File: config.mk
export PLATFORM = sky130hd
export DESIGN_NAME = vwd_ram
export DESIGN_NICKNAME = d
export VERILOG_FILES = /design/src/vwd_ram.sv
export SDC_FILE = /design/constraint.sdc
export NUM_CORES = 1
export LEC_CHECK = 0
export ABC_AREA = 1
export BUFFER_PORTS_ARGS = -buffer_cell sky130_fd_sc_hd__buf_2
export CAP_MARGIN = 20
export CORE_UTILIZATION = 65
export CTS_CLUSTER_SIZE = 12
export DETAILED_ROUTE_END_ITERATION = 16
export GPL_ROUTABILITY_DRIVEN = 0
export PLACE_DENSITY = 0.84
export SYNTH_ARGS = -nofsm -noshare
export SYNTH_HDL_FRONTEND = slang
export SYNTH_SLANG_ARGS = --single-unit
File: constraint.sdc
create_clock -name i_clk -period 2.5 [get_ports i_clk]
set_input_delay 0.5 -clock i_clk [delete_from_list [all_inputs] [get_ports i_clk]]
set_output_delay 0.5 -clock i_clk [all_outputs]
set_load 0.005 [all_outputs]
File: src/vwd_ram.sv
// Generic single-write, single-read RAM with registered read data.
// No dependencies.
`default_nettype none

module vwd_ram #(
    parameter int WIDTH = 8,
    parameter int DEPTH = 16
) (
    input  wire logic                     i_clk,
    input  wire logic                     i_we,
    input  wire logic [$clog2(DEPTH)-1:0] i_waddr,
    input  wire logic [WIDTH-1:0]         i_wdata,
    input  wire logic [$clog2(DEPTH)-1:0] i_raddr,
    output      logic [WIDTH-1:0]         o_rdata
);

    logic [WIDTH-1:0] r_mem [DEPTH];

    // Write port and registered read port
    always_ff @(posedge i_clk) begin
        if (i_we) begin
            r_mem[i_waddr] <= i_wdata;
        end
        o_rdata <= r_mem[i_raddr];
    end

endmodule

`default_nettype wire

## Yosys cells after proc, flatten, opt, wreduce, memory -nomap -nowiden

Memories as Yosys holds them, arrays and structs flattened. A register that Yosys moved wholly into a read port is not among the register bits.
Index checks and enable logic that the tools add are counted.

| word-level totals | value |
|---|---|
| register bits after elaboration | 0 |
| memory bits (writable) | 128 |
| input bits | 18 |
| output and inout port bits | 8 |
| word-level logic and storage cells | 3 |
| memories | 1 |

| operators by class | value |
|---|---|
| multiplexer cells | 2 |

Memory list:

| name | words | bits a word | read ports | clocked after Yosys merged registers in | wr ports | line | source |
|---|---|---|---|---|---|---|---|
| r_mem | 16 | 8 | 1 | 1 | 1 | 17 | `logic [WIDTH-1:0] r_mem [DEPTH];` |

Operator list:

| operator | count |
|---|---|
| 1-bit two-way mux | 2 |

## Logic depth before layout (Yosys ltp)

| logic depth | value |
|---|---|
| depth in word-level cells | 2 |
| gate-level depth with buffers | 8 |

## Worst setup path before layout

OpenSTA, ideal clock, no wires.

| timing path | value |
|---|---|
| kind | input to register |
| start | input port i_waddr[2] |
| end | memory r_mem[10][0] (enable) |
| library setup time | 370 ps |
| data arrival time | 1081 ps |
| required time | 2130 ps |
| slack | 1049 ps |
| stages | 2 |
| path buffers | 0 |
| path through | nand3b_1 -> nor2_1 |

RTL lines:

| what | line | source |
|---|---|---|
| start, declared | 11 | `input wire logic [$clog2(DEPTH)-1:0] i_waddr,` |
| end, declared | 17 |  |

No word-level cell before the write port.

## Worst setup path in the final report

| timing path | value |
|---|---|
| start | register o_rdata[7], read port of r_mem |
| end | output port o_rdata[7] |

RTL lines:

| what | line | source |
|---|---|---|
| start, declared | 14 | `output logic [WIDTH-1:0] o_rdata` |

No word-level cell between the ends.

==> out/qor.yml <==
hold_viol: 0
synth_mux_area_share_pct: 0
port_buffers: 25
finalCritPeriodShare_pct: 60.9
numCtsBuffers: 17
critical_path.reg2reg.startpoint: "r_mem[9][5]$_DFFE_PP_"
placed_cell_area_um2: 5910
maxCapViolations: 0
r2r_cells: 6
synth_top_family_by_area: "simple AND/OR/NAND/NOR gates"
syn-num-nets: 569
synthCells: 551
finalNetCount: 594
ant_nets: 0
final_area_um2: 6550
cpPeakStageDelay_ns: 0.37
synthSimpleGateAreaFrac_pct: 21.0
antenna_found_initial: 0
path_max_fanout: 1
cts_setup_buffers: 0
path_delay_family: "flip-flops"
dpl.cell_count: 662
clockBufferDepth: 2
cts_hold_buf: 0
worst_pin_slew_ns: 1.02
drt_pass1_iterations: 5
place_hpwl_mm: 7.49
grt-ovfl-total: 0
first_iter_violations: 486
synth_top_cell_by_area: "edfxtp_1"
yosysSeqAreaShare_pct: 69.4
finalMaxSlewViolations: 0
peakVddDrop_mv: 0.908
rsz0062_at_grt: "no"
syn_to_final_growth_pct: 13.6
path_buf_inv: 1
syn_area_per_cell_um2: 10.5
setup_viol_count_final: 0
die_x_um: 96.2
clock_skew_ns: 0.00993
hold_class: "in -> reg"
initial_core_util_pct: 68.8
wl_per_cell_um: 19.3
setup.worst_path.start_class: "register"
h-tree-depth: 4
worstPathArrival_ns: 1.02
cts_tree: "built"
powerDensity_nw_per_um2: 857
final_cell_mix: "nand2_1 (173), edfxtp_1 (128), inv_1 (100), nand3_1 (97), buf_2 (25)"
route.detailed.drc: 0
grt_max_degree: 65
synth_area_um2: 5770
clkTransAtPathRegs_ns: 0.06
crit_type: "reg -> out"
outcome: "finished, final reports clean"
final_common_cell: "nand2_1"
crit_path_end_kind: "output port"
synth_area_leaders: "edfxtp_1 (67%), nand2_1 (11%), nand3_1 (8.4%), inv_1 (6.5%), dfxtp_1 (2.8%)"
vias_per_cell: 5.92
worstPathRequired_ns: 2.00
route.vias.total: 4105
yosysWarnings: 0
cts_resized: 0
io_pins: 26
cts-root-buf: "clkbuf_8"
core_um2: 8380
synth_top_area_share_pct: 66.7
path_cells: "buf_2"
synth_xor_area_share_pct: 0
diodes: 0
rows: 33
min_to: "o_rdata[1]$_DFF_P_"
synth_compound_area_share_pct: 0
fin_tns_setup_ns: 0
clock_sink_count: 136
fmax_mhz: 657
grt_pass1_wl_mm: 20.7
drive_above_1_share_pct: 10.2
dieArea_um2: 9250
reg2reg_slack_ns: 1.33
die_h_um: 96.2
fin_crit_ns: 1.52
clock_latency_ns: 0.52
grt_pass1_vias: 3952
grt_usage_pct: 32.3
r2r_end: "o_rdata[5]$_DFF_P_"
ys_ff_latch: 136
totalWireLength_mm: 13.4
max-slew-margin-rel_pct: 32.0
fin_cells: 693
hold_path.startpoint: "i_raddr[3]"
min_path_cells: 3
synth-adder-area-share_pct: 0
crit_slowest_cell: "dfxtp_1"
leakagePower_nw: 2.86
synth.distinct_cells: 12
-- routing by layer --
layer | wire (µm) | global-route usage [%] | part of all wire [%]
met5 | 0 | 0 | 0
met4 | 476 | 17.9 | 3.6
met3 | 1220 | 7.35 | 9.1
met2 | 6690 | 50.9 | 50
met1 | 5020 | 41.7 | 37
-- how the worst max path moves through the flow --
stage,start,endpoint,slack (ns),depth (start not counted)
after floorplan,i_waddr[2],r_mem[10][0]$_DFFE_PP_,1.05,2
after global placement,i_waddr[0],r_mem[14][3]$_DFFE_PP_,0.58,4
after detailed placement,i_waddr[0],r_mem[14][6]$_DFFE_PP_,0.58,4
after CTS,o_rdata[7]$_DFF_P_,o_rdata[7],0.97,1
after global routing,o_rdata[6]$_DFF_P_,o_rdata[6],0.96,1
final,o_rdata[7]$_DFF_P_,o_rdata[7],0.98,1
-- where the power goes --
| part | switching [W] | internal [W] |
|---|---|---|
| Clock | 0.000924 | 0.00182 |
| Sequential | 0.0000187 | 0.00255 |
| Combinational | 0.000224 | 0.0000843 |
-- logic make-up after synthesis --
group / after synthesis
AND/OR/NAND/NOR: 289
flip-flops: 136
buffers and inverters: 126
-- cells in the mapped netlist --
cell        n
buf_1       1
inv_2       2
buf_4       4
inv_1     100
nor2_1     17
nand3_1    97
nand3b_1    2
buf_6       6
edfxtp_1  128
buf_2      13
nand2_1   173
dfxtp_1     8
-- flip-flops by register name, summed over array words and instances, names as in the netlist --
register	flops
r_mem	128
o_rdata	8
-- metrics by stage --
stage | setup WS [ns] | power [W] | utilization, % | hold slack, ns
after floorplan | 1.05 | 0.00279 | - | 0.599
after global placement | 0.576 | 0.00290 | 70.5 | 0.647
after detailed placement | 0.580 | 0.00291 | 70.5 | 0.653
after CTS | 0.970 | 0.00561 | 78.2 | 0.325
after global routing | 0.962 | 0.00575 | 78.2 | 0.346
final | 0.978 | 0.00562 | 78.2 | 0.352
-- cell type report --
| class | instances | area [µm²] |
|---|---|---|
| inverter | 102 | 383 |
| tap | 105 | 131 |
| clock inverter | 12 | 224 |
| timing repair buffer | 30 | 175 |
| clock buffer | 19 | 422 |
| fill | 491 | 1830 |
| sequential | 136 | 4000 |
| multi-input combinational | 289 | 1210 |
Note: power is estimated with default switching activity, not from simulation.
