--- src/vwd_pkg.sv ---
// Shared types and constants for the vertex welder.
// Used by vwd_near and vertex_weld_dedup; depends on nothing.
`default_nettype none

package vwd_pkg;

    // Table geometry
    localparam int MAX_VERTS  = 1024;
    localparam int IDX_W      = $clog2(MAX_VERTS);
    localparam int CNT_W      = IDX_W + 1;

    // Coordinates: signed fixed point, six fraction bits
    localparam int COORD_BITS = 24;
    localparam int POS_W      = 3 * COORD_BITS;

    // Weld tolerance register
    localparam int EPS_W                = 16;
    localparam logic [EPS_W-1:0] EPS_RST = 16'd16;

    // Item kinds
    typedef enum logic [1:0] {
        KIND_VERTEX   = 2'd0,
        KIND_TRIANGLE = 2'd1,
        KIND_START    = 2'd2,
        KIND_UNUSED   = 2'd3
    } t_kind;

    typedef logic signed [COORD_BITS-1:0] t_coord;

    typedef struct packed {
        t_coord x;
        t_coord y;
        t_coord z;
    } t_pos;

endpackage

`default_nettype wire

--- src/vwd_near.sv ---
// Shared proximity compare: one stored position against the probe, per axis.
// Depends on vwd_pkg.
`default_nettype none

module vwd_near (
    input  wire vwd_pkg::t_pos                 i_probe,
    input  wire vwd_pkg::t_pos                 i_entry,
    input  wire logic [vwd_pkg::EPS_W-1:0]     i_eps,
    output      logic                          o_near
);

    localparam int DW = vwd_pkg::COORD_BITS + 1;

    // |a - b| < eps, with one guard bit so the difference never wraps
    function automatic logic axis_near(input vwd_pkg::t_coord a,
                                       input vwd_pkg::t_coord b,
                                       input logic [vwd_pkg::EPS_W-1:0] eps);
        logic signed [DW-1:0] d;
        logic [DW-1:0]        ad;
        logic [DW-1:0]        e;
        d  = DW'(a) - DW'(b);
        ad = d[DW-1] ? DW'(-d) : DW'(d);
        e  = DW'(eps);
        return ad < e;
    endfunction

    assign o_near = axis_near(i_probe.x, i_entry.x, i_eps)
                  & axis_near(i_probe.y, i_entry.y, i_eps)
                  & axis_near(i_probe.z, i_entry.z, i_eps);

endmodule

`default_nettype wire

--- config.mk ---
export PLATFORM = sky130hd
export DESIGN_NAME = vwd_near
export DESIGN_NICKNAME = d
export VERILOG_FILES = /design/src/vwd_pkg.sv /design/src/vwd_near.sv
export SDC_FILE = /design/constraint.sdc
export NUM_CORES = 1
export LEC_CHECK = 0
export BUFFER_PORTS_ARGS = -buffer_cell sky130_fd_sc_hd__buf_2
export CORE_MARGIN = 5
export CORE_UTILIZATION = 55
export DETAILED_ROUTE_END_ITERATION = 6
export GPL_TIMING_DRIVEN = 1
export PLACE_DENSITY_LB_ADDON = 0.15
export RECOVER_POWER = 50
export SKIP_LAST_GASP = 1
export SLEW_MARGIN = 20
export SYNTH_ARGS = -nofsm -noshare
export SYNTH_HDL_FRONTEND = slang
export SYNTH_SLANG_ARGS = --single-unit
--- constraint.sdc ---
create_clock -name vclk -period 15
set_input_delay 2.25 -clock vclk [all_inputs]
set_output_delay 2.25 -clock vclk [all_outputs]
set_load 0.05 [all_outputs]
After elaboration in Yosys (flattened, before gate mapping). Index checks and enable logic that the tools add are counted. Widths: inputs -> output; s select.

$add $sub $neg: 6. Bitwise operators: 2. Muxes and demuxes: 3. Order comparisons: 3.

Operators by type and width (count): $lt 25x16->1 (3); $mux 25 (3); $neg 25->25 (3); $sub 24x24->25 (3); $and 1x1->1 (2).

Input bits: 160. Register bits after elaboration: 0. Logic and storage cells: 14.

Longest topological paths before layout.
Depth after elaboration: 6. Mapped depth: 26.

Worst setup path before layout. No wires, ideal clock.

Path kind: input-to-output. Start point: input port i_probe[0] in the netlist's numbering. End point: output port o_near. Path buffers: 2. Path slack: 5.526 ns. Data required time: 12.750 ns. Arrival time: 7.224 ns. Stages: 26. Cell sequence: inv_1 > ha_1 > inv_1 > fa_1 > a21o_1 > a221oi_4 > o22ai_1 > or3_1 > a31oi_1 > clkbuf_1 > clkbuf_1 > nand2_1 > o21ai_0 > ha_1 > a21boi_0 > o21ai_0 > nand2b_1 > a21oi_1 > nor2b_1 > o21ai_0 > a21oi_1 > o211ai_1 > a311oi_1 > nor4_1 > nand4_1 > nor2_1.

Word-level cells in the longest chain between the ends: 5.

Ends and longest elaborated chain: start, declared (line vwd_near.sv:6) `input wire vwd_pkg::t_pos i_probe,`; $sub 24x24->25 * (line vwd_near.sv:21) `d = DW'(a) - DW'(b);`; $neg 25->25 (line vwd_near.sv:22) `ad = d[DW-1] ? DW'(-d) : DW'(d);`; $mux 25 * (line vwd_near.sv:22); $lt 25x16->1 * (line vwd_near.sv:24) `return ad < e;`; $and 1x1->1 * (line vwd_near.sv:29) `& axis_near(i_probe.z, i_entry.z, i_eps);`; end, declared (line vwd_near.sv:9) `output logic o_near`.

Every way passes the cells marked *; elsewhere a longest branch is shown, timed or not.

Worst setup path after layout.
Start point: input port i_probe[48] in the netlist's numbering. End point: output port o_near.

Word-level cells in the longest chain between the ends: 6.

Ends and longest elaborated chain: $sub 24x24->25 * (line vwd_near.sv:21); $neg 25->25 (line vwd_near.sv:22); $mux 25 * (line vwd_near.sv:22); $lt 25x16->1 * (line vwd_near.sv:24); $and 1x1->1 * (line vwd_near.sv:28) `& axis_near(i_probe.y, i_entry.y, i_eps)`; $and 1x1->1 * (line vwd_near.sv:29).

Marks and branches as above.

==> results.md <==
* Worst EP required at 12.75 ns
* Synth top area share at 0.202
* Final Cycle Share at 0.658
* Grt ovf at 0
* Via density at 5.95
* Die ar. at 16000 um2
* Post-CTS Hold Buffers at 0
* Routed wire length at 19700 um
* Non-Filler Instances at 1413
* Synth unique cells at 84
* Die outline height at 126 um
* Area delta synth->final at 12.3%
* Initial antenna violation count at 0
* Min-delay worst type: input port to output pin
* Routed via count at 8407
* Cell Pwr Density at 53.8 nW/um2
* Crit-path max FO at 17
* Synth Area per Inst at 6.75 um2
* Hold depth at 7
* VDD IR max at 0.0000262 V
* Register area share after synthesis at 0
* Slew HR at 0.393
* Achievable Freq at 0.101 GHz
* Post-DP HPWL at 17000 um
* Total track usage at 0.233
* Synth cell count leaders: ha_1, inv_1, nand2_1
* Slowest CP cell: nand3_1
* DP Worst Slack at 5.41 ns
* DRC Markers at 0
* Final hold vios at 0
* Vias in the first global route at 7510
* RSZ-0062 raised after global routing: false
* Worst-case hold path end point: o_near
* Share of post-route cells with drive strength above 1 at 0.157
* Ant diodes at 0
* I/O pins at 161
* Avg WL per Cell at 13.9 um
* Crit path time final at 9.87 ns
* Synth Net Count at 1386
* Fillers at 1343
* Critical Path Max Stage Delay at 0.55 ns
* P_leak at 4.03 nW
* Hold_sp: i_probe[23]
* Post-CTS setup buffers at 0
* Crit path capture type: output pin
* Post-route antenna net violation count at 0
* Slew Viols, Final at 0
* Initial Utilization at 0.562
* Placed cell count at 1413
* Nets at 1522
* Clock buffer cells at 0
* TNS Setup at 0 ns
* RePlAce Congestion at 0.914
* PostCTS Resize Cnt at 0
* Width of the chip at 126 um
* CORE AREA at 13200 um2
* First-pass GRT wire length at 33300 um
* Setup CP Type: input port to output pin
* Reg area at 0 um2
* Yosys warns at 0
* Initial DRC count at 603
* Final Worst Setup Slack at 5.13 ns
* Max cap viols at 0
* Num sequential at 0
* Mapped Cells at 1103
* Yosys top cell by area: ha_1
* Critical Path Start Type: input port
* Status: finished, final reports clean
* Synth top area cells: ha_1, xnor2_1, inv_1
* Crit path DAT at 7.62 ns
* I/O Buffers at 161
* Final setup fails at 0
* Cell with the most instances after synthesis: ha_1
* Most common cell on crit path: a21oi_1
* Row Count at 42
* Tightest Pin Transition at 0.898 ns
* Initial DRT Pass Iterations at 7
* Post-Syn Area at 7440 um2
* Pin count of the biggest net entering global routing at 26
## through the flow
stage | hold WS, ns | total power [mW] | util | cell area (um2)
after floorplan | 5.11 | 0.345 | - | 7440
after global placement | 5.39 | 0.437 | 0.631 | 8360
after detailed placement | 5.36 | 0.444 | 0.631 | 8360
after CTS | 5.36 | 0.446 | 0.631 | 8360
after global routing | 5.50 | 0.510 | 0.631 | 8360
final | 5.45 | 0.449 | 0.631 | 8360
## final cells by class
cell class                 count  area (um2)  share of cell area
inverter                     115         432              0.0517
tap                          176         220              0.0264
timing repair buffer         163         820              0.0981
multi-input combinational    959        6890               0.824
## worst max-delay path: cells and delay by family
kind	cells	cell delay, ns
AOI/OAI and AO/OA	12	2.25
adders and majority gates	3	0.87
buffers and inverters	3	0.60
and+or+nand+nor	8	1.61
## cells in the final DEF, fill, tap and decap left out, types with 13 or more instances in the layout
cell type  netlist  routed
buf_2            1     160
ha_1           120     120
inv_1          115     115
nand2_1         88      88
a21oi_1         84      84
nor2_1          78      78
o21ai_0         72      72
xnor2_1         53      53
xor2_1          33      33
nor3_1          31      31
a21o_1          23      23
nand3_1         23      23
nand2b_1        20      20
o21a_1          19      19
o211ai_1        17      17
nand4_1         16      16
nor2b_1         15      15
and2_1          15      15
and3_1          14      14
a31oi_1         14      14
o31ai_1         14      14
a211oi_1        14      14
nor4_1          13      13
## power by group
part / total (mW) / switching [mW] / internal [mW]
Sequential: 0 / 0 / 0
Combinational: 0.449 / 0.257 / 0.192
Clock: 0 / 0 / 0
Total: 0.449 / 0.257 / 0.192
## layer usage
layer / part of all wire / GRT usage / routed length [um]
met5: 0 / 0 / 0
met3: 0.054 / 0.0151 / 1070
met1: 0.49 / 0.330 / 9590
met2: 0.45 / 0.404 / 8840
met4: 0.0089 / 0.0208 / 175
## logic make-up after synthesis
group / count (synthesis) / share of synthesized area
mux: 10 / 0.0140
compound gates: 364 / 0.334
simple gates: 376 / 0.266
buf+inv: 144 / 0.0748
fa+ha+maj: 123 / 0.210
xor+xnor: 86 / 0.101
## worst max-delay path by stage
stage | from | to | slack (ns) | cells past startpoint
after floorplan | i_probe[0] | o_near | 5.53 | 26
after global placement | i_probe[48] | o_near | 5.54 | 26
after detailed placement | i_probe[48] | o_near | 5.41 | 26
after CTS | i_probe[48] | o_near | 5.39 | 26
after global routing | i_probe[48] | o_near | 4.75 | 26
final | i_probe[48] | o_near | 5.13 | 26
Power figures use the tool's default switching activity.
